## src/btt_pkg.sv

```systemverilog
// Shared constants, types and the sine table of the turtle interpreter.
package btt_pkg;

	localparam int STACK_DEPTH = 64;
	localparam int STK_AW = (STACK_DEPTH > 1) ? $clog2(STACK_DEPTH) : 1;
	localparam int CNT_W = $clog2(STACK_DEPTH + 1);

	localparam int COORD_W = 24;
	localparam int SUM_W = COORD_W + 2;
	localparam int HEAD_W = 16;
	localparam int STEP_W = 16;
	localparam int TURN_W = 16;
	localparam int CFG_W = 24;
	localparam int CFG_IDX_W = 3;
	localparam int POS_RAM_W = 2 * COORD_W;

	localparam int ANG_W = 14;
	localparam int IDX_W = 7;
	localparam int FRAC_W = 7;
	localparam int DIFF_W = 9;
	localparam int NUM_W = 16;
	localparam int SIN_W = 15;
	localparam int MAG_W = 17;
	localparam int LANES = 2;

	localparam logic [HEAD_W-1:0] FULL_TURN = 16'd36000;
	localparam logic [HEAD_W-1:0] THREE_QUARTER = 16'd27000;
	localparam logic [HEAD_W-1:0] HALF_TURN = 16'd18000;
	localparam logic [HEAD_W-1:0] QUARTER_TURN = 16'd9000;

	localparam logic [12:0] RECIP_100 = 13'd5243;
	localparam int RECIP_SHIFT = 19;
	localparam logic [NUM_W-1:0] INTERP_ROUND = 16'd50;
	localparam logic [IDX_W-1:0] LAST_DEG = 7'd90;
	localparam logic [ANG_W-1:0] DEG_SCALE = 14'd100;
	localparam logic [31:0] MOVE_ROUND = 32'd8192;
	localparam int MOVE_SHIFT = 14;

	localparam logic [7:0] SYM_FWD = 8'h46;
	localparam logic [7:0] SYM_PUSH = 8'h5B;
	localparam logic [7:0] SYM_POP = 8'h5D;
	localparam logic [7:0] SYM_LEFT = 8'h2B;
	localparam logic [7:0] SYM_RIGHT = 8'h2D;

	localparam logic [TURN_W-1:0] RST_TURN = 16'd2250;
	localparam logic [STEP_W-1:0] RST_STEP = 16'd1280;

	typedef enum logic [1:0] {
		FAULT_NONE = 2'd0,
		FAULT_POP_EMPTY = 2'd1,
		FAULT_PUSH_FULL = 2'd2
	} fault_t;

	typedef enum logic [CFG_IDX_W-1:0] {
		CFG_TURN = 3'd0,
		CFG_VERT = 3'd1,
		CFG_STEP = 3'd2,
		CFG_START_X = 3'd3,
		CFG_START_Y = 3'd4
	} cfg_idx_t;

	typedef struct packed {
		logic is_f;
		logic push_ok;
		logic pop_ok;
		fault_t fault;
		logic ws;
		logic [STK_AW-1:0] addr;
	} ctrl_t;

	localparam logic [SIN_W-1:0] SINE_TAB [0:90] = '{
		15'd0,     15'd286,   15'd572,   15'd857,   15'd1143,
		15'd1428,  15'd1713,  15'd1997,  15'd2280,  15'd2563,
		15'd2845,  15'd3126,  15'd3406,  15'd3686,  15'd3964,
		15'd4240,  15'd4516,  15'd4790,  15'd5063,  15'd5334,
		15'd5604,  15'd5872,  15'd6138,  15'd6402,  15'd6664,
		15'd6924,  15'd7182,  15'd7438,  15'd7692,  15'd7943,
		15'd8192,  15'd8438,  15'd8682,  15'd8923,  15'd9162,
		15'd9397,  15'd9630,  15'd9860,  15'd10087, 15'd10311,
		15'd10531, 15'd10749, 15'd10963, 15'd11174, 15'd11381,
		15'd11585, 15'd11786, 15'd11982, 15'd12176, 15'd12365,
		15'd12551, 15'd12733, 15'd12911, 15'd13085, 15'd13255,
		15'd13421, 15'd13583, 15'd13741, 15'd13894, 15'd14044,
		15'd14189, 15'd14330, 15'd14466, 15'd14598, 15'd14726,
		15'd14849, 15'd14968, 15'd15082, 15'd15191, 15'd15296,
		15'd15396, 15'd15491, 15'd15582, 15'd15668, 15'd15749,
		15'd15826, 15'd15897, 15'd15964, 15'd16026, 15'd16083,
		15'd16135, 15'd16182, 15'd16225, 15'd16262, 15'd16294,
		15'd16322, 15'd16344, 15'd16362, 15'd16374, 15'd16382,
		15'd16384
	};

	// sine of a whole degree, 0..90, Q1.14
	function automatic logic [SIN_W-1:0] sine_deg(input logic [IDX_W-1:0] d);
		logic [SIN_W-1:0] v;
		if (d > LAST_DEG) begin
			v = SINE_TAB[90];
		end else begin
			v = SINE_TAB[d];
		end
		return v;
	endfunction

endpackage

```

## src/btt_ram.sv

```systemverilog
// Generic single-port-write, single-port-read RAM with registered read data.
module btt_ram #(
	parameter int WIDTH = 16,
	parameter int DEPTH = 64
) (
	input  logic                                         clk,
	input  logic                                         we,
	input  logic [((DEPTH > 1) ? $clog2(DEPTH) : 1)-1:0] waddr,
	input  logic [WIDTH-1:0]                             wdata,
	input  logic                                         re,
	input  logic [((DEPTH > 1) ? $clog2(DEPTH) : 1)-1:0] raddr,
	output logic [WIDTH-1:0]                             rdata
);

	logic [WIDTH-1:0] mem [DEPTH];

	always_ff @(posedge clk) begin
		if (we) begin
			mem[waddr] <= wdata;
		end
		if (re) begin
			rdata <= mem[raddr];
		end
	end

endmodule

```

## src/btt_back.sv

```systemverilog
// Back end: position update with clamping, position stack RAM and result register.
module btt_back (
	input  logic                                 clk,
	input  logic                                 arst_n,
	input  logic                                 adv,
	input  logic                                 v_s7,
	input  btt_pkg::ctrl_t                       ctrl_s7,
	input  logic [btt_pkg::MAG_W-1:0]            mag_s7 [btt_pkg::LANES],
	input  logic                                 neg_s7 [btt_pkg::LANES],
	input  logic signed [btt_pkg::COORD_W-1:0]   start_x,
	input  logic signed [btt_pkg::COORD_W-1:0]   start_y,
	output logic                                 out_valid,
	output logic                                 draw,
	output logic signed [btt_pkg::COORD_W-1:0]   seg_x0,
	output logic signed [btt_pkg::COORD_W-1:0]   seg_y0,
	output logic signed [btt_pkg::COORD_W-1:0]   seg_x1,
	output logic signed [btt_pkg::COORD_W-1:0]   seg_y1,
	output logic [1:0]                           stack_fault,
	output logic                                 saturated
);

	logic                                 v_s8;
	btt_pkg::ctrl_t                       ctrl_s8;
	logic [btt_pkg::MAG_W-1:0]            mag_s8 [btt_pkg::LANES];
	logic                                 neg_s8 [btt_pkg::LANES];
	logic                                 fwd_s8;
	logic signed [btt_pkg::COORD_W-1:0]   pos_q  [btt_pkg::LANES];

	logic                                 re;
	logic                                 we;
	logic [btt_pkg::POS_RAM_W-1:0]        prd;
	logic signed [btt_pkg::COORD_W-1:0]   p_eff  [btt_pkg::LANES];
	logic signed [btt_pkg::MAG_W:0]       dm     [btt_pkg::LANES];
	logic signed [btt_pkg::MAG_W:0]       dd     [btt_pkg::LANES];
	logic signed [btt_pkg::SUM_W-1:0]     sum    [btt_pkg::LANES];
	logic signed [btt_pkg::COORD_W-1:0]   p_end  [btt_pkg::LANES];
	logic                                 clip   [btt_pkg::LANES];
	logic signed [btt_pkg::COORD_W-1:0]   p_pop  [btt_pkg::LANES];

	// read from the s7 control so the saved position lands with the pop in s8
	assign re = adv & v_s7 & ctrl_s7.pop_ok;
	assign we = adv & v_s8 & ctrl_s8.push_ok;

	btt_ram #(
		.WIDTH(btt_pkg::POS_RAM_W),
		.DEPTH(btt_pkg::STACK_DEPTH)
	) u_pos_ram (
		.clk  (clk),
		.we   (we),
		.waddr(ctrl_s8.addr),
		.wdata({p_eff[0], p_eff[1]}),
		.re   (re),
		.raddr(ctrl_s7.addr),
		.rdata(prd)
	);

	always_comb begin
		p_eff[0] = ctrl_s8.ws ? start_x : pos_q[0];
		p_eff[1] = ctrl_s8.ws ? start_y : pos_q[1];
		p_pop[0] = fwd_s8 ? pos_q[0] : prd[btt_pkg::COORD_W +: btt_pkg::COORD_W];
		p_pop[1] = fwd_s8 ? pos_q[1] : prd[0 +: btt_pkg::COORD_W];
		for (int l = 0; l < btt_pkg::LANES; l++) begin
			dm[l] = signed'({1'b0, mag_s8[l]});
			dd[l] = neg_s8[l] ? -dm[l] : dm[l];
			sum[l] = btt_pkg::SUM_W'(p_eff[l]) + btt_pkg::SUM_W'(dd[l]);
			clip[l] = (sum[l][btt_pkg::SUM_W-1:btt_pkg::COORD_W-1] != '0) &&
				(sum[l][btt_pkg::SUM_W-1:btt_pkg::COORD_W-1] != '1);
			if (clip[l]) begin
				p_end[l] = sum[l][btt_pkg::SUM_W-1] ?
					{1'b1, {(btt_pkg::COORD_W-1){1'b0}}} :
					{1'b0, {(btt_pkg::COORD_W-1){1'b1}}};
			end else begin
				p_end[l] = sum[l][btt_pkg::COORD_W-1:0];
			end
		end
	end

	always_ff @(posedge clk or negedge arst_n) begin
		if (!arst_n) begin
			v_s8 <= 1'b0;
			out_valid <= 1'b0;
			pos_q[0] <= '0;
			pos_q[1] <= '0;
		end else if (adv) begin
			v_s8 <= v_s7;
			out_valid <= v_s8;
			if (v_s8) begin
				priority if (ctrl_s8.is_f) begin
					pos_q[0] <= p_end[0];
					pos_q[1] <= p_end[1];
				end else if (ctrl_s8.pop_ok) begin
					pos_q[0] <= p_pop[0];
					pos_q[1] <= p_pop[1];
				end else begin
					pos_q[0] <= p_eff[0];
					pos_q[1] <= p_eff[1];
				end
			end
		end
	end

	always_ff @(posedge clk) begin
		if (adv) begin
			ctrl_s8 <= ctrl_s7;
			fwd_s8 <= re & we & (ctrl_s7.addr == ctrl_s8.addr);
			for (int l = 0; l < btt_pkg::LANES; l++) begin
				mag_s8[l] <= mag_s7[l];
				neg_s8[l] <= neg_s7[l];
			end
			if (v_s8) begin
				draw <= ctrl_s8.is_f;
				stack_fault <= ctrl_s8.fault;
				saturated <= ctrl_s8.is_f & (clip[0] | clip[1]);
				seg_x0 <= ctrl_s8.is_f ? p_eff[0] : '0;
				seg_y0 <= ctrl_s8.is_f ? p_eff[1] : '0;
				seg_x1 <= ctrl_s8.is_f ? p_end[0] : '0;
				seg_y1 <= ctrl_s8.is_f ? p_end[1] : '0;
			end
		end
	end

endmodule

```

## config.mk

```make
export PLATFORM = sky130hd
export DESIGN_NAME = btt_back
export DESIGN_NICKNAME = d
export VERILOG_FILES = /design/src/btt_pkg.sv /design/src/btt_ram.sv /design/src/btt_back.sv
export SDC_FILE = /design/constraint.sdc
export NUM_CORES = 2
export LEC_CHECK = 0
export BUFFER_PORTS_ARGS = -buffer_cell sky130_fd_sc_hd__buf_2
export CORE_MARGIN = 2
export CORE_UTILIZATION = 30
export CTS_BUF_LIST = sky130_fd_sc_hd__clkbuf_4 sky130_fd_sc_hd__clkbuf_8
export CTS_CLUSTER_DIAMETER = 30
export DETAILED_ROUTE_END_ITERATION = 7
export GPL_TIMING_DRIVEN = 0
export PLACE_DENSITY = 0.54
export SLEW_MARGIN = 20
export SYNTH_ARGS = -nofsm -noshare
export SYNTH_HDL_FRONTEND = slang
export SYNTH_SLANG_ARGS = --single-unit
```

## constraint.sdc

```tcl
create_clock -name clk -period 5.55 [get_ports clk]
set_input_delay 0.2775 -clock clk [delete_from_list [all_inputs] [get_ports clk]]
set_output_delay 0.2775 -clock clk [all_outputs]
set_load 0.05 [all_outputs]
```

# Word-level counts from Yosys, hierarchy flattened
# Memory sizes are Yosys's and may differ from the RTL's. A register that Yosys moved wholly into a read port is not among the register bits.
# Cells that the tools add are included.
# classes
n_addsub	4
eq_ne	4
muxes	16
bitwise_logic	8
n_reduce_logical	6
# op_table
cell	count
2-to-1 mux 24 bit	8
2-to-1 mux 48 bit	2
adder 24 x 18 -> 25 bit	2
2-to-1 mux 18 bit	2
negator 17 -> 18 bit	2
!= test 3 bit, second input constant	3
bitwise AND 1 bit	7
equality test 6 bit	1
nonzero test 3 bit	2
2-to-1 mux 1 bit	4
AND reduction 3 bit	1
logical AND 1 bit	2
AND reduction 2 bit	1
bitwise OR 1 bit	1
# word_totals
ff_bits	163
ramBits	3108
input_bits	100
out_inout_bits	101
elab_cells	59
memories	3
# memory_table
name	depth	word_bits	rd	rd_clocked_by_memory_dff	write_ports	line	rtl
u_pos_ram.mem	64	48	1	1	1	btt_ram.sv:15	logic [WIDTH-1:0] mem [DEPTH];
mag_s8	2	17	2	0	2	btt_back.sv:24	logic [btt_pkg::MAG_W-1:0] mag_s8 [btt_pkg::LANES];
neg_s8	2	1	2	0	2	btt_back.sv:25	logic neg_s8 [btt_pkg::LANES];

# Longest topological paths before layout
# An unclocked memory read counts as a cell.
# depth
ltp_word	8
depth_mapped	25
ltp_nobuf	23

# By module
# A second synthesis with hierarchy kept.
# hier_totals
hier_cells	6059
hier_area_um2	129471.7
# by_module_without_submodules
mod	instances	cells_each	area_each_um2	seq_area_each_um2
btt_ram	1	4970	117597.8	93689.9
btt_back	1	1089	11873.9	5725.5

# Worst setup path before layout
# No wires, ideal clock.
# synth_path
path_type	reg-to-reg
startpoint	register v_s8
endpoint	memory u_pos_ram.mem[62][0] (netlist name), enable pin
setup_time_ps	454
arrival_time_ps	5197
required_time_ps	5096
setup_slack_ps	-101
stages_incl_launch_ff	7
path_buffers	0
synth_period_minus_slack_ps	5651
path_cell_list	dfrtp_1 > nand2_1 > inv_1 > nand2_1 > nor2_1 > nand3_1 > nor2_1
# synth_between
elab_chain_len	4
# synth_lines
element	line	rtl
from (decl)	btt_back.sv:22	logic v_s8;
from (signal assigned)	btt_back.sv:85	v_s8 <= v_s7;
bitwise AND 1 bit (2 in series)	btt_back.sv:42	assign we = adv & v_s8 & ctrl_s8.push_ok;
2-to-1 mux 1 bit	btt_ram.sv:18	if (we) begin
2-to-1 mux 1 bit (implied by the code)	btt_ram.sv:19	mem[waddr] <= wdata;
to (decl)	btt_ram.sv:15	
# Every way passes these cells.

==> results summary <==
The number of design-rule violations left by the first detailed-router iteration is 8,355. The slowest stage cell on the critical path is edfxtp_1. The total power divided by cell area came out at 411 nW/um^2.

The count of TritonRoute iterations in the first routing pass came out at 6. The count of input and output buffers came out at 200. The maximum achievable frequency is 0.186 GHz. The final number of max-transition violations is 0. The delay of the slowest critical-path stage came out at 500 ps. For flop-to-flop paths, the worst setup slack is 160 ps. TritonCTS built the clock tree. The capturing element of the worst setup path is seg_x1[3]$_SDFFCE_PN0P_. The floorplan core area came out at 430,000 sq um. The clock reaches the later pin of the worst-skew pair after 1220 ps. For the final database, setup skew stands at 71.8 ps. The fraction of registers with async set/reset is 1.51%.

The cell count of the worst hold path came out at 4. The pin count of the biggest net entering global routing came out at 68. The via count of the first global-routing pass was 68.4k.

The sequential share of the synthesized area came out at 76.7%. The count of clock tree sinks came out at 3,319. Pin placement for this block handled 201 I/O pins.

The net switching share of the total power is 26.5%. The area added between synthesis and finish is 23.5%. The overall die height came out at 661 um. After synthesis, the cell types taking the most area are edfxtp_1 (76%), mux4_2 (17%), dfrtp_1 (0.97%). The required time of the worst setup path is 6430 ps. The worst IR drop on VDD came out at 0.285 mV. The critical path starts at mag_s8[0][0]$_DFFE_PP_. The initial antenna violation count came to 38. The post-route antenna net violation count came out at 0. The worst hold slack after final layout is 86.9 ps. The count of unresolved DRC violations after routing came out at 0. The congestion estimate from routability-driven global placement came to 0.846. The root buffer cell chosen for the clock tree is clkbuf_8. The total number of vias is 66.7k. The logic gate share of total power is 13.0%.

The final instance count without filler cells is 13.1k. TritonCTS created 658 clock buffers. The design internal power is 0.0483 W. The path class of the tightest hold or removal check is input pin to register. The final worst-path setup slack is 161 ps.

The number of vias per cell after detailed routing is 5.09. Global routing consumed, over all layers together, 17.1% of the routing resources. The power share of the sequential group came out at 45.8%. The startpoint of the worst hold path is start_y[3]. The critical path is of the register to register type.

The run finished with clean final reports. The count of endpoints failing hold in the final timing report came out at 0. The worst reg-to-reg path cell count is 17.

The global route total overflow is 0. The floorplan step defined a die boundary enclosing 437,000 sq um. The worst register-to-register path ends at seg_x1[3]$_SDFFCE_PN0P_. The net count of the mapped netlist is 5,753.

Setup repair after global routing could not meet its margin everywhere. The pre-CTS setup slack is -1510 ps. The worst path uses 97.1% of the clock period. After clock tree synthesis, the clock-pin slew on the worst setup and hold paths is 50 ps. The cell area that synthesis handed to floorplanning was 130,000 sq um. The critical path endpoint category is a register.

The detailed placer's ending HPWL came out at 259,000 um. The wire length per cell came out at 29.4 um. The critical path goes through inv_1, ha_1, nand2_1, or3_1, or4_1, o31ai_2, nand2_1, xor2_1, ha_1, and3_1, o2111ai_1, nand4b_1, o2111a_1, nor2_1, o221ai_1, buf_2, o21ai_1. The data arrival time of the critical path is 6270 ps. The worst-case headroom to the max-slew limit is 17.0%. The reported net switching power came out at 0.0174 W. The post-synthesis average cell area is 23.1 sq um.

The overall power after layout came out at 0.0657 W. The worst register-to-register path begins at mag_s8[0][0]$_DFFE_PP_. The leakage power figure is 51.0 nW.

The power share of the clock group is 41.2%. The H-tree depth is 6. Wires add up to 385,000 um. The number of core rows is 241.

The transition time of the tightest slew-check pin came out at 1250 ps. The share of final-layout standard cells stronger than drive strength 1 came out at 38.4%. The total placed instance area came out at 144,000 sq um. The Yosys step of the flow raised 0 warnings. The die span in x is 661 um. The first global-routing pass estimated 527,000 um of wire. The finished cells cover 160,000 sq um. The count of final setup violators came out at 0.

The number of maximum-capacitance constraint violations is 0. The kind of launch point of the worst setup path is a register. The deepest clock path buffer count came out at 4.

The number of standard cells after synthesis came out at 5,599. The count of flip-flops with a built-in enable after synthesis came out at 3,269. Of all nets on the critical path, the largest fanout is 10. The share of the synthesized area in the top cell type is 75.8%.

Yosys mapped the design onto 72 distinct sky130hd cell types. The number of synthesized register bits came out at 3,319. The most used flip-flop cell after synthesis is edfxtp_1.

The leading area contributor after synthesis is edfxtp_1. The cell count after placement is 11.7k. The number of inserted filler cells in the final layout is 38.7k. The post-route minimum period is 5390 ps. The initial utilization of the core area, before any placement, comes to 30.1%. In the final design database the tool counted 6,994 nets.
cell type report:
class | instances | area [sq um] | area share, %
flip-flops and latches | 3319 | 99400 | 62.2
multi-input cells | 1959 | 29600 | 18.5
clock buffers | 779 | 10000 | 6.27
repair buffers | 584 | 7810 | 4.88
well taps | 5710 | 7140 | 4.47
clock inverters | 422 | 4480 | 2.80
plain buffers | 287 | 1340 | 0.836
inverters | 31 | 144 | 0.0900
diodes | 12 | 30.0 | 0.0188
registers in the layout, summed over array words and instances, names as in the netlist, 2 cells and up:
signal / count
seg_y0: 24
pos_q: 48
u_pos_ram.rdata: 48
seg_y1: 24
stack_fault: 2
neg_s8: 2
seg_x0: 24
u_pos_ram.mem: 3072
seg_x1: 24
mag_s8: 34
ctrl_s8: 12
kinds of logic (layout without fill, tap and decap cells):
kind of cell	Yosys count	in the layout	synth area share, %
simple gates	414	414	1.45
fa+ha+maj	54	54	0.533
buf+inv	321	2103	1.05
mux	1100	1100	18.2
compound gates	325	325	1.60
flops	3319	3319	76.7
other cells	0	12	0
xor+xnor	66	66	0.446
Yosys cell counts (all sizes together) (7+ instances only):
library cell	n
nor2	179
mux4	997
o22ai	14
o21ai	92
o21a	10
a21oi	73
inv	31
a31oi	20
o22a	15
nor2b	7
ha	52
o211ai	8
nand2	108
a21o	21
nand2b	7
clkbuf	173
or3	9
xor2	16
a211oi	14
and3	13
nor4	7
mux2i	45
o31ai	13
dfrtp	50
nand3	15
buf	117
and2	32
edfxtp	3269
xnor2	50
mux2	58
nor3	12
critical path: cells and delay by family (launching register included):
family,cells,cell delay (ps)
AOI/OAI and AO/OA,5,1530
xor gates and xnor gates,1,190
adders and majority gates,2,590
buffers and inverters,2,470
DFF,1,500
and+or+nand+nor,7,1810
power by group through the flow:
stage          clock network (W)  logic [W]  registers, W
6_report                  0.0270    0.00855        0.0301
5_1_grt                   0.0286    0.00904        0.0301
4_1_cts                   0.0275    0.00838        0.0301
3_5_place_dp                   0    0.00813        0.0306
3_3_place_gp                   0    0.00747        0.0308
2_1_floorplan                  0    0.00417        0.0309
worst min path at each step:
stage / endpoint
after global routing: seg_y0[4]$_SDFFCE_PN0P_
after CTS: seg_y0[3]$_SDFFCE_PN0P_
final: seg_y0[3]$_SDFFCE_PN0P_
after detailed placement: pos_q[41]$_DFFE_PN0P_
after global placement: stack_fault[0]$_DFFE_PP_
after floorplan: out_valid$_DFFE_PN0P_
what timing repair did:
item / CTS / global route
setup buffers: 3 / 4
gates resized for setup: 30 / 34
hold buffers: 151 / 0
pin swaps: 2 / 3
endpoints found under the hold margin: 2172 / 0
setup endpoints to repair: 78 / 62
cell usage in the layout, fill, tap and decap left out, drive strengths merged, types with 14 or more instances in the layout:
| cell type | count |
|---|---|
| edfxtp | 3269 |
| mux4 | 997 |
| clkbuf | 951 |
| buf | 549 |
| clkinv | 251 |
| nor2 | 179 |
| dlygate4sd3 | 150 |
| nand2 | 108 |
| o21ai | 92 |
| bufinv | 79 |
| a21oi | 73 |
| inv | 68 |
| mux2 | 58 |
| clkinvlp | 55 |
| ha | 52 |
| dfrtp | 50 |
| xnor2 | 50 |
| mux2i | 45 |
| and2 | 32 |
| a21o | 21 |
| a31oi | 20 |
| xor2 | 16 |
| nand3 | 15 |
| o22a | 15 |
| o22ai | 14 |
| a211oi | 14 |
metal layers:
| layer | part of all wire, % | vias to the layer above | GRT usage [%] |
|---|---|---|---|
| li1 | - | 26700 | - |
| met1 | 41 | 36100 | 22.9 |
| met2 | 48 | 3268 | 28.2 |
| met3 | 8.5 | 606 | 3.55 |
| met4 | 2.7 | 2 | 5.06 |
| met5 | 0.0044 | - | 0 |
through the flow:
| stage | TNS (ps) | util, % |
|---|---|---|
| finish | 0 | 37.2 |
| global route | -143 | 37.2 |
| CTS | 0 | 37.1 |
| detailed placement | -63900 | 33.4 |
| global placement | - | 32.0 |
| floorplan | -101900 | - |
Power figures use the tool's default switching activity.
