[config.mk]
export PLATFORM = sky130hd
export DESIGN_NAME = btt_trig
export DESIGN_NICKNAME = d
export VERILOG_FILES = /design/src/btt_pkg.sv /design/src/btt_trig.sv
export SDC_FILE = /design/constraint.sdc
export NUM_CORES = 2
export LEC_CHECK = 0
export ABC_AREA = 1
export BUFFER_PORTS_ARGS = -buffer_cell sky130_fd_sc_hd__buf_2
export CORE_UTILIZATION = 35
export DETAILED_ROUTE_END_ITERATION = 6
export GPL_ROUTABILITY_DRIVEN = 0
export HOLD_SLACK_MARGIN = 0.06
export PLACE_DENSITY = 0.47
export SLEW_MARGIN = 40
export SYNTH_ARGS = -nofsm -noshare
export SYNTH_HDL_FRONTEND = slang
export SYNTH_SLANG_ARGS = --single-unit
export TNS_END_PERCENT = 50
[constraint.sdc]
create_clock -name clk -period 20.1 [get_ports clk]
set_clock_uncertainty 0.15 [all_clocks]
set_input_delay 1.005 -clock clk [delete_from_list [all_inputs] [get_ports clk]]
set_output_delay 1.005 -clock clk [all_outputs]
set_load 0.05 [all_outputs]
[src/btt_pkg.sv]
// Shared constants, types and the sine table of the turtle interpreter.
package btt_pkg;

	localparam int STACK_DEPTH = 64;
	localparam int STK_AW = (STACK_DEPTH > 1) ? $clog2(STACK_DEPTH) : 1;
	localparam int CNT_W = $clog2(STACK_DEPTH + 1);

	localparam int COORD_W = 24;
	localparam int SUM_W = COORD_W + 2;
	localparam int HEAD_W = 16;
	localparam int STEP_W = 16;
	localparam int TURN_W = 16;
	localparam int CFG_W = 24;
	localparam int CFG_IDX_W = 3;
	localparam int POS_RAM_W = 2 * COORD_W;

	localparam int ANG_W = 14;
	localparam int IDX_W = 7;
	localparam int FRAC_W = 7;
	localparam int DIFF_W = 9;
	localparam int NUM_W = 16;
	localparam int SIN_W = 15;
	localparam int MAG_W = 17;
	localparam int LANES = 2;

	localparam logic [HEAD_W-1:0] FULL_TURN = 16'd36000;
	localparam logic [HEAD_W-1:0] THREE_QUARTER = 16'd27000;
	localparam logic [HEAD_W-1:0] HALF_TURN = 16'd18000;
	localparam logic [HEAD_W-1:0] QUARTER_TURN = 16'd9000;

	localparam logic [12:0] RECIP_100 = 13'd5243;
	localparam int RECIP_SHIFT = 19;
	localparam logic [NUM_W-1:0] INTERP_ROUND = 16'd50;
	localparam logic [IDX_W-1:0] LAST_DEG = 7'd90;
	localparam logic [ANG_W-1:0] DEG_SCALE = 14'd100;
	localparam logic [31:0] MOVE_ROUND = 32'd8192;
	localparam int MOVE_SHIFT = 14;

	localparam logic [7:0] SYM_FWD = 8'h46;
	localparam logic [7:0] SYM_PUSH = 8'h5B;
	localparam logic [7:0] SYM_POP = 8'h5D;
	localparam logic [7:0] SYM_LEFT = 8'h2B;
	localparam logic [7:0] SYM_RIGHT = 8'h2D;

	localparam logic [TURN_W-1:0] RST_TURN = 16'd2250;
	localparam logic [STEP_W-1:0] RST_STEP = 16'd1280;

	typedef enum logic [1:0] {
		FAULT_NONE = 2'd0,
		FAULT_POP_EMPTY = 2'd1,
		FAULT_PUSH_FULL = 2'd2
	} fault_t;

	typedef enum logic [CFG_IDX_W-1:0] {
		CFG_TURN = 3'd0,
		CFG_VERT = 3'd1,
		CFG_STEP = 3'd2,
		CFG_START_X = 3'd3,
		CFG_START_Y = 3'd4
	} cfg_idx_t;

	typedef struct packed {
		logic is_f;
		logic push_ok;
		logic pop_ok;
		fault_t fault;
		logic ws;
		logic [STK_AW-1:0] addr;
	} ctrl_t;

	localparam logic [SIN_W-1:0] SINE_TAB [0:90] = '{
		15'd0,     15'd286,   15'd572,   15'd857,   15'd1143,
		15'd1428,  15'd1713,  15'd1997,  15'd2280,  15'd2563,
		15'd2845,  15'd3126,  15'd3406,  15'd3686,  15'd3964,
		15'd4240,  15'd4516,  15'd4790,  15'd5063,  15'd5334,
		15'd5604,  15'd5872,  15'd6138,  15'd6402,  15'd6664,
		15'd6924,  15'd7182,  15'd7438,  15'd7692,  15'd7943,
		15'd8192,  15'd8438,  15'd8682,  15'd8923,  15'd9162,
		15'd9397,  15'd9630,  15'd9860,  15'd10087, 15'd10311,
		15'd10531, 15'd10749, 15'd10963, 15'd11174, 15'd11381,
		15'd11585, 15'd11786, 15'd11982, 15'd12176, 15'd12365,
		15'd12551, 15'd12733, 15'd12911, 15'd13085, 15'd13255,
		15'd13421, 15'd13583, 15'd13741, 15'd13894, 15'd14044,
		15'd14189, 15'd14330, 15'd14466, 15'd14598, 15'd14726,
		15'd14849, 15'd14968, 15'd15082, 15'd15191, 15'd15296,
		15'd15396, 15'd15491, 15'd15582, 15'd15668, 15'd15749,
		15'd15826, 15'd15897, 15'd15964, 15'd16026, 15'd16083,
		15'd16135, 15'd16182, 15'd16225, 15'd16262, 15'd16294,
		15'd16322, 15'd16344, 15'd16362, 15'd16374, 15'd16382,
		15'd16384
	};

	// sine of a whole degree, 0..90, Q1.14
	function automatic logic [SIN_W-1:0] sine_deg(input logic [IDX_W-1:0] d);
		logic [SIN_W-1:0] v;
		if (d > LAST_DEG) begin
			v = SINE_TAB[90];
		end else begin
			v = SINE_TAB[d];
		end
		return v;
	endfunction

endpackage

[src/btt_trig.sv]
// Cosine/sine lanes: quadrant fold, table interpolation and scaling by step length.
module btt_trig (
	input  logic                          clk,
	input  logic                          arst_n,
	input  logic                          adv,
	input  logic                          v_s1,
	input  logic [btt_pkg::HEAD_W-1:0]    h_s1,
	input  btt_pkg::ctrl_t                ctrl_s1,
	input  logic [btt_pkg::STEP_W-1:0]    step_length,
	output logic                          v_s7,
	output btt_pkg::ctrl_t                ctrl_s7,
	output logic [btt_pkg::MAG_W-1:0]     mag_s7 [btt_pkg::LANES],
	output logic                          neg_s7 [btt_pkg::LANES]
);

	logic v_s2, v_s3, v_s4, v_s5, v_s6;
	btt_pkg::ctrl_t ctrl_s2, ctrl_s3, ctrl_s4, ctrl_s5, ctrl_s6;

	logic [btt_pkg::ANG_W-1:0]  a_s2   [btt_pkg::LANES];
	logic                       neg_s2 [btt_pkg::LANES];
	logic [btt_pkg::ANG_W-1:0]  a_s3   [btt_pkg::LANES];
	logic [btt_pkg::IDX_W-1:0]  i_s3   [btt_pkg::LANES];
	logic                       neg_s3 [btt_pkg::LANES];
	logic [btt_pkg::FRAC_W-1:0] f_s4   [btt_pkg::LANES];
	logic [btt_pkg::SIN_W-1:0]  lo_s4  [btt_pkg::LANES];
	logic [btt_pkg::DIFF_W-1:0] diff_s4 [btt_pkg::LANES];
	logic                       neg_s4 [btt_pkg::LANES];
	logic [btt_pkg::NUM_W-1:0]  n_s5   [btt_pkg::LANES];
	logic [btt_pkg::SIN_W-1:0]  lo_s5  [btt_pkg::LANES];
	logic                       neg_s5 [btt_pkg::LANES];
	logic [btt_pkg::SIN_W-1:0]  s_s6   [btt_pkg::LANES];
	logic                       neg_s6 [btt_pkg::LANES];

	logic [btt_pkg::HEAD_W:0]   hc_sum;
	logic [btt_pkg::HEAD_W-1:0] hh     [btt_pkg::LANES];
	logic [btt_pkg::ANG_W-1:0]  a_c    [btt_pkg::LANES];
	logic                       neg_c  [btt_pkg::LANES];
	logic [26:0]                ip     [btt_pkg::LANES];
	logic [btt_pkg::ANG_W-1:0]  fw     [btt_pkg::LANES];
	logic [btt_pkg::SIN_W-1:0]  lo_c   [btt_pkg::LANES];
	logic [btt_pkg::SIN_W-1:0]  hi_c   [btt_pkg::LANES];
	logic [btt_pkg::NUM_W-1:0]  n_c    [btt_pkg::LANES];
	logic [28:0]                qp     [btt_pkg::LANES];
	logic [btt_pkg::SIN_W-1:0]  s_c    [btt_pkg::LANES];
	logic [31:0]                pr     [btt_pkg::LANES];

	// lane 0 is cosine (heading plus a quarter turn), lane 1 is sine
	always_comb begin
		hc_sum = {1'b0, h_s1} + {1'b0, btt_pkg::QUARTER_TURN};
		if (hc_sum >= {1'b0, btt_pkg::FULL_TURN}) begin
			hh[0] = btt_pkg::HEAD_W'(hc_sum - {1'b0, btt_pkg::FULL_TURN});
		end else begin
			hh[0] = hc_sum[btt_pkg::HEAD_W-1:0];
		end
		hh[1] = h_s1;
		for (int l = 0; l < btt_pkg::LANES; l++) begin
			priority if (hh[l] < btt_pkg::QUARTER_TURN) begin
				a_c[l] = hh[l][btt_pkg::ANG_W-1:0];
				neg_c[l] = 1'b0;
			end else if (hh[l] < btt_pkg::HALF_TURN) begin
				a_c[l] = btt_pkg::ANG_W'(btt_pkg::HALF_TURN - hh[l]);
				neg_c[l] = 1'b0;
			end else if (hh[l] < btt_pkg::THREE_QUARTER) begin
				a_c[l] = btt_pkg::ANG_W'(hh[l] - btt_pkg::HALF_TURN);
				neg_c[l] = 1'b1;
			end else begin
				a_c[l] = btt_pkg::ANG_W'(btt_pkg::FULL_TURN - hh[l]);
				neg_c[l] = 1'b1;
			end
			// whole degrees: a / 100 by reciprocal, exact below 43690
			ip[l] = 27'(a_s2[l]) * 27'(btt_pkg::RECIP_100);
			fw[l] = a_s3[l] - 14'(i_s3[l]) * btt_pkg::DEG_SCALE;
			lo_c[l] = btt_pkg::sine_deg(i_s3[l]);
			hi_c[l] = (i_s3[l] < btt_pkg::LAST_DEG) ?
				btt_pkg::sine_deg(i_s3[l] + 1'b1) : lo_c[l];
			n_c[l] = 16'(diff_s4[l]) * 16'(f_s4[l]) + btt_pkg::INTERP_ROUND;
			qp[l] = 29'(n_s5[l]) * 29'(btt_pkg::RECIP_100);
			s_c[l] = lo_s5[l] + 15'(qp[l][btt_pkg::RECIP_SHIFT +: btt_pkg::DIFF_W]);
			pr[l] = 32'(step_length) * 32'(s_s6[l]) + btt_pkg::MOVE_ROUND;
		end
	end

	always_ff @(posedge clk or negedge arst_n) begin
		if (!arst_n) begin
			v_s2 <= 1'b0;
			v_s3 <= 1'b0;
			v_s4 <= 1'b0;
			v_s5 <= 1'b0;
			v_s6 <= 1'b0;
			v_s7 <= 1'b0;
		end else if (adv) begin
			v_s2 <= v_s1;
			v_s3 <= v_s2;
			v_s4 <= v_s3;
			v_s5 <= v_s4;
			v_s6 <= v_s5;
			v_s7 <= v_s6;
		end
	end

	always_ff @(posedge clk) begin
		if (adv) begin
			ctrl_s2 <= ctrl_s1;
			ctrl_s3 <= ctrl_s2;
			ctrl_s4 <= ctrl_s3;
			ctrl_s5 <= ctrl_s4;
			ctrl_s6 <= ctrl_s5;
			ctrl_s7 <= ctrl_s6;
			for (int l = 0; l < btt_pkg::LANES; l++) begin
				a_s2[l] <= a_c[l];
				neg_s2[l] <= neg_c[l];
				a_s3[l] <= a_s2[l];
				i_s3[l] <= ip[l][btt_pkg::RECIP_SHIFT +: btt_pkg::IDX_W];
				neg_s3[l] <= neg_s2[l];
				f_s4[l] <= fw[l][btt_pkg::FRAC_W-1:0];
				lo_s4[l] <= lo_c[l];
				diff_s4[l] <= btt_pkg::DIFF_W'(hi_c[l] - lo_c[l]);
				neg_s4[l] <= neg_s3[l];
				n_s5[l] <= n_c[l];
				lo_s5[l] <= lo_s4[l];
				neg_s5[l] <= neg_s4[l];
				s_s6[l] <= s_c[l];
				neg_s6[l] <= neg_s5[l];
				mag_s7[l] <= pr[l][btt_pkg::MOVE_SHIFT +: btt_pkg::MAG_W];
				neg_s7[l] <= neg_s6[l];
			end
		end
	end

endmodule

# After elaboration in Yosys (flattened, before gate mapping)
# Memories as Yosys holds them, arrays and structs flattened. A register that Yosys moved wholly into a read port is not among the register bits.
# Cells that the tools add are included.
# op_classes
order_cmp	17
bitwise	4
muxes	27
n_mul	10
add_sub_neg	20
# op_table
op	count
two-way mux 15 bit	6
two-way mux 14 bit	6
two-way mux 9 bit	8
< comparator 16 x 15 -> 1 bit, second input constant	4
adder 31 x 14 -> 31 bit, second input constant	2
multiplier 16 x 15 -> 31 bit	2
multiplier 16 x 13 -> 28 bit, second input constant	2
multiplier 14 x 13 -> 26 bit, second input constant	2
adder 16 x 6 -> 16 bit, second input constant	2
greater-or-equal comparator 8 bit, second input constant	4
< comparator 16 x 14 -> 1 bit, second input constant	2
multiplier 9 x 7 -> 16 bit	2
inverter 7 -> 8 bit	4
adder 15 x 9 -> 15 bit	2
> comparator 7 bit, second input constant	4
subtractor 11 x 14 -> 14 bit, first input constant	2
subtractor 12 x 14 -> 14 bit, first input constant	2
subtractor 14 x 11 -> 14 bit, second input constant	2
subtractor 9 bit	2
adder 16 x 14 -> 17 bit, second input constant	1
greater-or-equal comparator 17 x 16 -> 1 bit, second input constant	1
two-way mux 16 bit	1
subtractor 16 bit, second input constant	1
adder 7 x 1 -> 7 bit, second input constant	2
other kinds (4)	12
# totals
in_bits	48
reg_bits	112
n_memories	18
ram_bits	234
wordCells	140
mem_bits_ro	7680
# mem_list
memory	depth	width	read_ports	rd_clocked_by_memory_dff	wr	line_no	source
(no name shown)	128	15	1	0	0	btt_pkg.sv:99	v = SINE_TAB[d];
(no name shown)	128	15	1	0	0	btt_pkg.sv:99	
(no name shown)	128	15	1	0	0	btt_pkg.sv:99	
(no name shown)	128	15	1	0	0	btt_pkg.sv:99	
n_s5	2	16	2	0	2	btt_trig.sv:28	logic [btt_pkg::NUM_W-1:0] n_s5 [btt_pkg::LANES];
lo_s4	2	15	2	0	2	btt_trig.sv:25	logic [btt_pkg::SIN_W-1:0] lo_s4 [btt_pkg::LANES];
12 more memories	--	--	--	--	--	--	

# Longest topological paths before layout
# An unclocked memory read counts as a cell.
# depth
ltp_word	9
depth_mapped	34
depth_no_buf	32

# Worst setup path before layout
# No wires, ideal clock.
# synth_path
kind	input to register
startpoint	input port step_length[0] (netlist bit)
endpoint	register mag_s7[26] (netlist bit) (data pin)
required_time_ns	19.692
path_buffers	2
path_stages	21
arrival_time_ns	6.350
setup_slack_ns	13.342
setup_time_ns	0.258
path_cell_list	clkbuf_1 > buf_1 > nand2_1 > fa_1 > fa_1 > fa_1 > inv_1 > fa_1 > fa_1 > inv_1 > fa_1 > inv_1 > ha_1 > nand2_1 > nor2_1 > nand4_1 > o21ai_0 > a31oi_1 > nor3_1 > nor2_1 > xnor2_1
# synth_rtl
element	line_no	source
start: declaration	btt_trig.sv:9	input logic [btt_pkg::STEP_W-1:0] step_length,
end signal: indexed assignment	btt_trig.sv:124	mag_s7[l] <= pr[l][btt_pkg::MOVE_SHIFT +: btt_pkg::MAG_W];
end: declaration	btt_trig.sv:12	output logic [btt_pkg::MAG_W-1:0] mag_s7 [btt_pkg::LANES],

==> results.txt <==
Area fraction of the dominant cell type after synthesis = 26.5%
Initial Utilization = 35.2%
Max-Cap Viols = 0
Violation count after the first detailed-route iteration = 2653
Mean instance size in the synthesized netlist = 8.57 µm²
Initial antenna violation count = 0
Mean number of vias per cell = 4.86
First element of the critical path = step_length[10]
Worst setup path class = input port to register
Top Ports = 97
Worst r2r src = s_s6[0][16]
Number of global-route vias before repair = 42518
Largest net degree at the start of global routing = 100
Cell type with the highest aggregate area in the netlist = sky130_fd_sc_hd__fa_1
Total negative slack = 0 ns
Library cells used by synthesis = 69
Transition at the pin with the smallest max-transition slack = 0.863 ns
Layout net count = 7823
Worst-Skew Late Latency = 0.61 ns
Part of the Yosys area used for sequential elements = 18.3%
Die area = 156000 µm²
Cell row count = 144
Worst Hold Launch = lo_s4[0][5]
Buffers from clock root to sink, at most = 3
TritonCTS buffer count = 44
Clock tree sinks = 331
Yosys reg bits = 331
Most instantiated cells after synthesis = 1478 x sky130_fd_sc_hd__inv_1, 1197 x sky130_fd_sc_hd__nand2_1, 770 x sky130_fd_sc_hd__ha_1
Height of the die = 395 µm
Type of the most critical hold path = register to register
Total congestion overflow = 0
Final Max Slew Viols = 0
Most instantiated flip-flop cell in the synthesis netlist = sky130_fd_sc_hd__edfxtp_1
Post-detail-place hpwl = 106000 µm
Count of buffers inserted at the top-level ports = 96
Global-route total usage across every layer = 17.3%
Routed WL per cell = 15.9 µm
Proportion of layout cells with a drive suffix above 1 = 4.46%
Final critical delay including setup and external delays = 7.03 ns
Number of flops mapped to enable cells by yosys = 325
Period Utilization, post-route = 35.0%
Run status = completed
Proportion of synthesized flip-flops having asynchronous set or reset = 1.81%
Endpoint kind of the worst setup timing path = register
Layout Area Growth over Synthesis = 7.42%
Peak clock frequency supported by timing = 142 MHz
Finished Core Util = 37.8%
# setup viols final = 0
Clock transition at the register clock pins on the worst setup and hold paths after CTS = 0.06 ns
Worst reg-to-reg setup slack = 13.10 ns
Ant. Diodes = 0
Pre-antenna DRT Iters = 6
Final antenna-violating net count = 0
Area of all placed cells without fillers = 58200 µm²
Critical path startpoint category = input port
Width of the chip = 395 µm
Remaining design rule violation count = 0
Critical path peak fanout = 30
WP data arrival = 7.24 ns
Netlist area before placement = 54200 µm²
Data required time of the critical path = 20.31 ns
CTS tree = built
Final hold violation count = 0
Wire length of the first global-routing pass = 222000 µm
Core region area = 154000 µm²
Synth Instances = 6326
Syn_nets = 7860
Post-CTS setup buffer count = 0
Fillers = 15907
Worst max-slew margin expressed relative to the limit = 42.4%
Most used standard cell by instance count after synthesis = sky130_fd_sc_hd__inv_1
Cell area after placement = 56700 µm²
Count of warnings emitted by yosys = 0
Area contributors post-synth = sky130_fd_sc_hd__fa_1 26%, sky130_fd_sc_hd__edfxtp_1 18%, sky130_fd_sc_hd__ha_1 18%
Vias post-DR = 40692
# H-tree levels = 2
Total wirelength of the detailed-routed design = 133000 µm
Clock tree root driver cell = sky130_fd_sc_hd__clkbuf_16
Unrepaired setup endpoints after global routing = no
## logic make-up after synthesis
| kind of cell | Yosys count | share of synthesized area [%] |
|---|---|---|
| compound gates | 798 | 8.72 |
| fa+ha+maj | 1486 | 44.2 |
| buf+inv | 1716 | 12.0 |
| flops | 331 | 18.3 |
| simple gates | 1803 | 13.6 |
| xor+xnor | 192 | 3.12 |
## layout by cell type, fill, tap and decap left out, types with 21 or more instances in the layout
cell	instances
sky130_fd_sc_hd__nand3_1	192
sky130_fd_sc_hd__buf_2	95
sky130_fd_sc_hd__buf_4	34
sky130_fd_sc_hd__a31oi_1	33
sky130_fd_sc_hd__inv_1	1476
sky130_fd_sc_hd__clkbuf_16	44
sky130_fd_sc_hd__nor3_1	42
sky130_fd_sc_hd__o21ai_0	259
sky130_fd_sc_hd__o211ai_1	47
sky130_fd_sc_hd__nand2_2	21
sky130_fd_sc_hd__nand4_1	35
sky130_fd_sc_hd__xnor2_1	60
sky130_fd_sc_hd__nor2_1	276
sky130_fd_sc_hd__o221ai_1	23
sky130_fd_sc_hd__ha_1	770
sky130_fd_sc_hd__xor2_1	131
sky130_fd_sc_hd__a21oi_1	276
sky130_fd_sc_hd__nand2_1	1196
sky130_fd_sc_hd__fa_1	716
sky130_fd_sc_hd__edfxtp_1	325
## path summary, 6_finish.rpt
check                      cells past startpoint     endpoint
setup / recovery                              24   mag_s7[14]
hold / removal                                 0  lo_s5[0][5]
setup reg to reg                              23   mag_s7[14]
hold reg to reg                                0  lo_s5[0][5]
max in group asynchronous                      2         v_s4
min in group asynchronous                      2         v_s7
## critical path: stages
cell	delay [ns]
sky130_fd_sc_hd__buf_2	0.57
sky130_fd_sc_hd__nand2_1	0.17
sky130_fd_sc_hd__fa_1	0.54
sky130_fd_sc_hd__inv_1	0.05
sky130_fd_sc_hd__fa_1	0.48
sky130_fd_sc_hd__inv_1	0.05
sky130_fd_sc_hd__fa_1	0.49
sky130_fd_sc_hd__inv_1	0.05
sky130_fd_sc_hd__fa_1	0.51
sky130_fd_sc_hd__fa_1	0.50
sky130_fd_sc_hd__inv_1	0.05
sky130_fd_sc_hd__fa_1	0.47
sky130_fd_sc_hd__inv_1	0.04
sky130_fd_sc_hd__ha_1	0.32
sky130_fd_sc_hd__nand2_1	0.11
sky130_fd_sc_hd__nor2_1	0.17
sky130_fd_sc_hd__nand4_1	0.09
sky130_fd_sc_hd__o21ai_0	0.40
sky130_fd_sc_hd__a21o_1	0.25
sky130_fd_sc_hd__a31oi_1	0.18
sky130_fd_sc_hd__o21ai_0	0.42
sky130_fd_sc_hd__nand3_1	0.16
sky130_fd_sc_hd__nand3_1	0.10
sky130_fd_sc_hd__nand2_1	0.05
## sequential cells by signal (all words and copies together), names as in the netlist, 2 cells and up
name / flops
a_s3: 13
ctrl_s5: 12
n_s5: 32
neg_s3: 2
f_s4: 13
ctrl_s6: 12
ctrl_s7: 12
s_s6: 30
ctrl_s4: 12
neg_s6: 2
a_s2: 27
mag_s7: 34
ctrl_s2: 12
ctrl_s3: 12
neg_s7: 2
lo_s5: 30
i_s3: 14
neg_s4: 2
lo_s4: 30
diff_s4: 18
neg_s5: 2
neg_s2: 2
## final cells by class
| class | count | area [µm²] | share of cell area, % |
|---|---|---|---|
| flip-flops and latches | 331 | 9910 | 17.0 |
| multi-input cells | 4279 | 37800 | 64.9 |
| inverters | 1497 | 5620 | 9.65 |
| clock inverters | 31 | 368 | 0.632 |
| clock buffers | 48 | 1120 | 1.92 |
| well taps | 2044 | 2560 | 4.39 |
| repair buffers | 136 | 853 | 1.47 |
## metal layers
metal	wire [µm]	vias to the layer above	GRT usage [%]
met5	0	-	0
met4	2700	0	3.85
met3	5270	164	1.67
met2	65000	880	30.2
met1	59900	19845	22.9
li1	-	19803	-
## what timing repair did
item,in CTS,in global routing
gates resized for setup,0,0
endpoints found under the hold margin,6,0
hold buffers,1,0
## stage by stage
step	setup WS, ns	hold slack (ns)	instances
floorplan	13.34	0.250	6326
global route	12.59	0.268	8366
detailed placement	12.41	0.255	8284
finish	13.07	0.264	8366
CTS	13.02	0.258	8364
global placement	12.54	0.250	8283
Power is left out: the tool's default activity adds up to more than one toggle a clock period on the data nets, which glitch-free logic cannot reach.
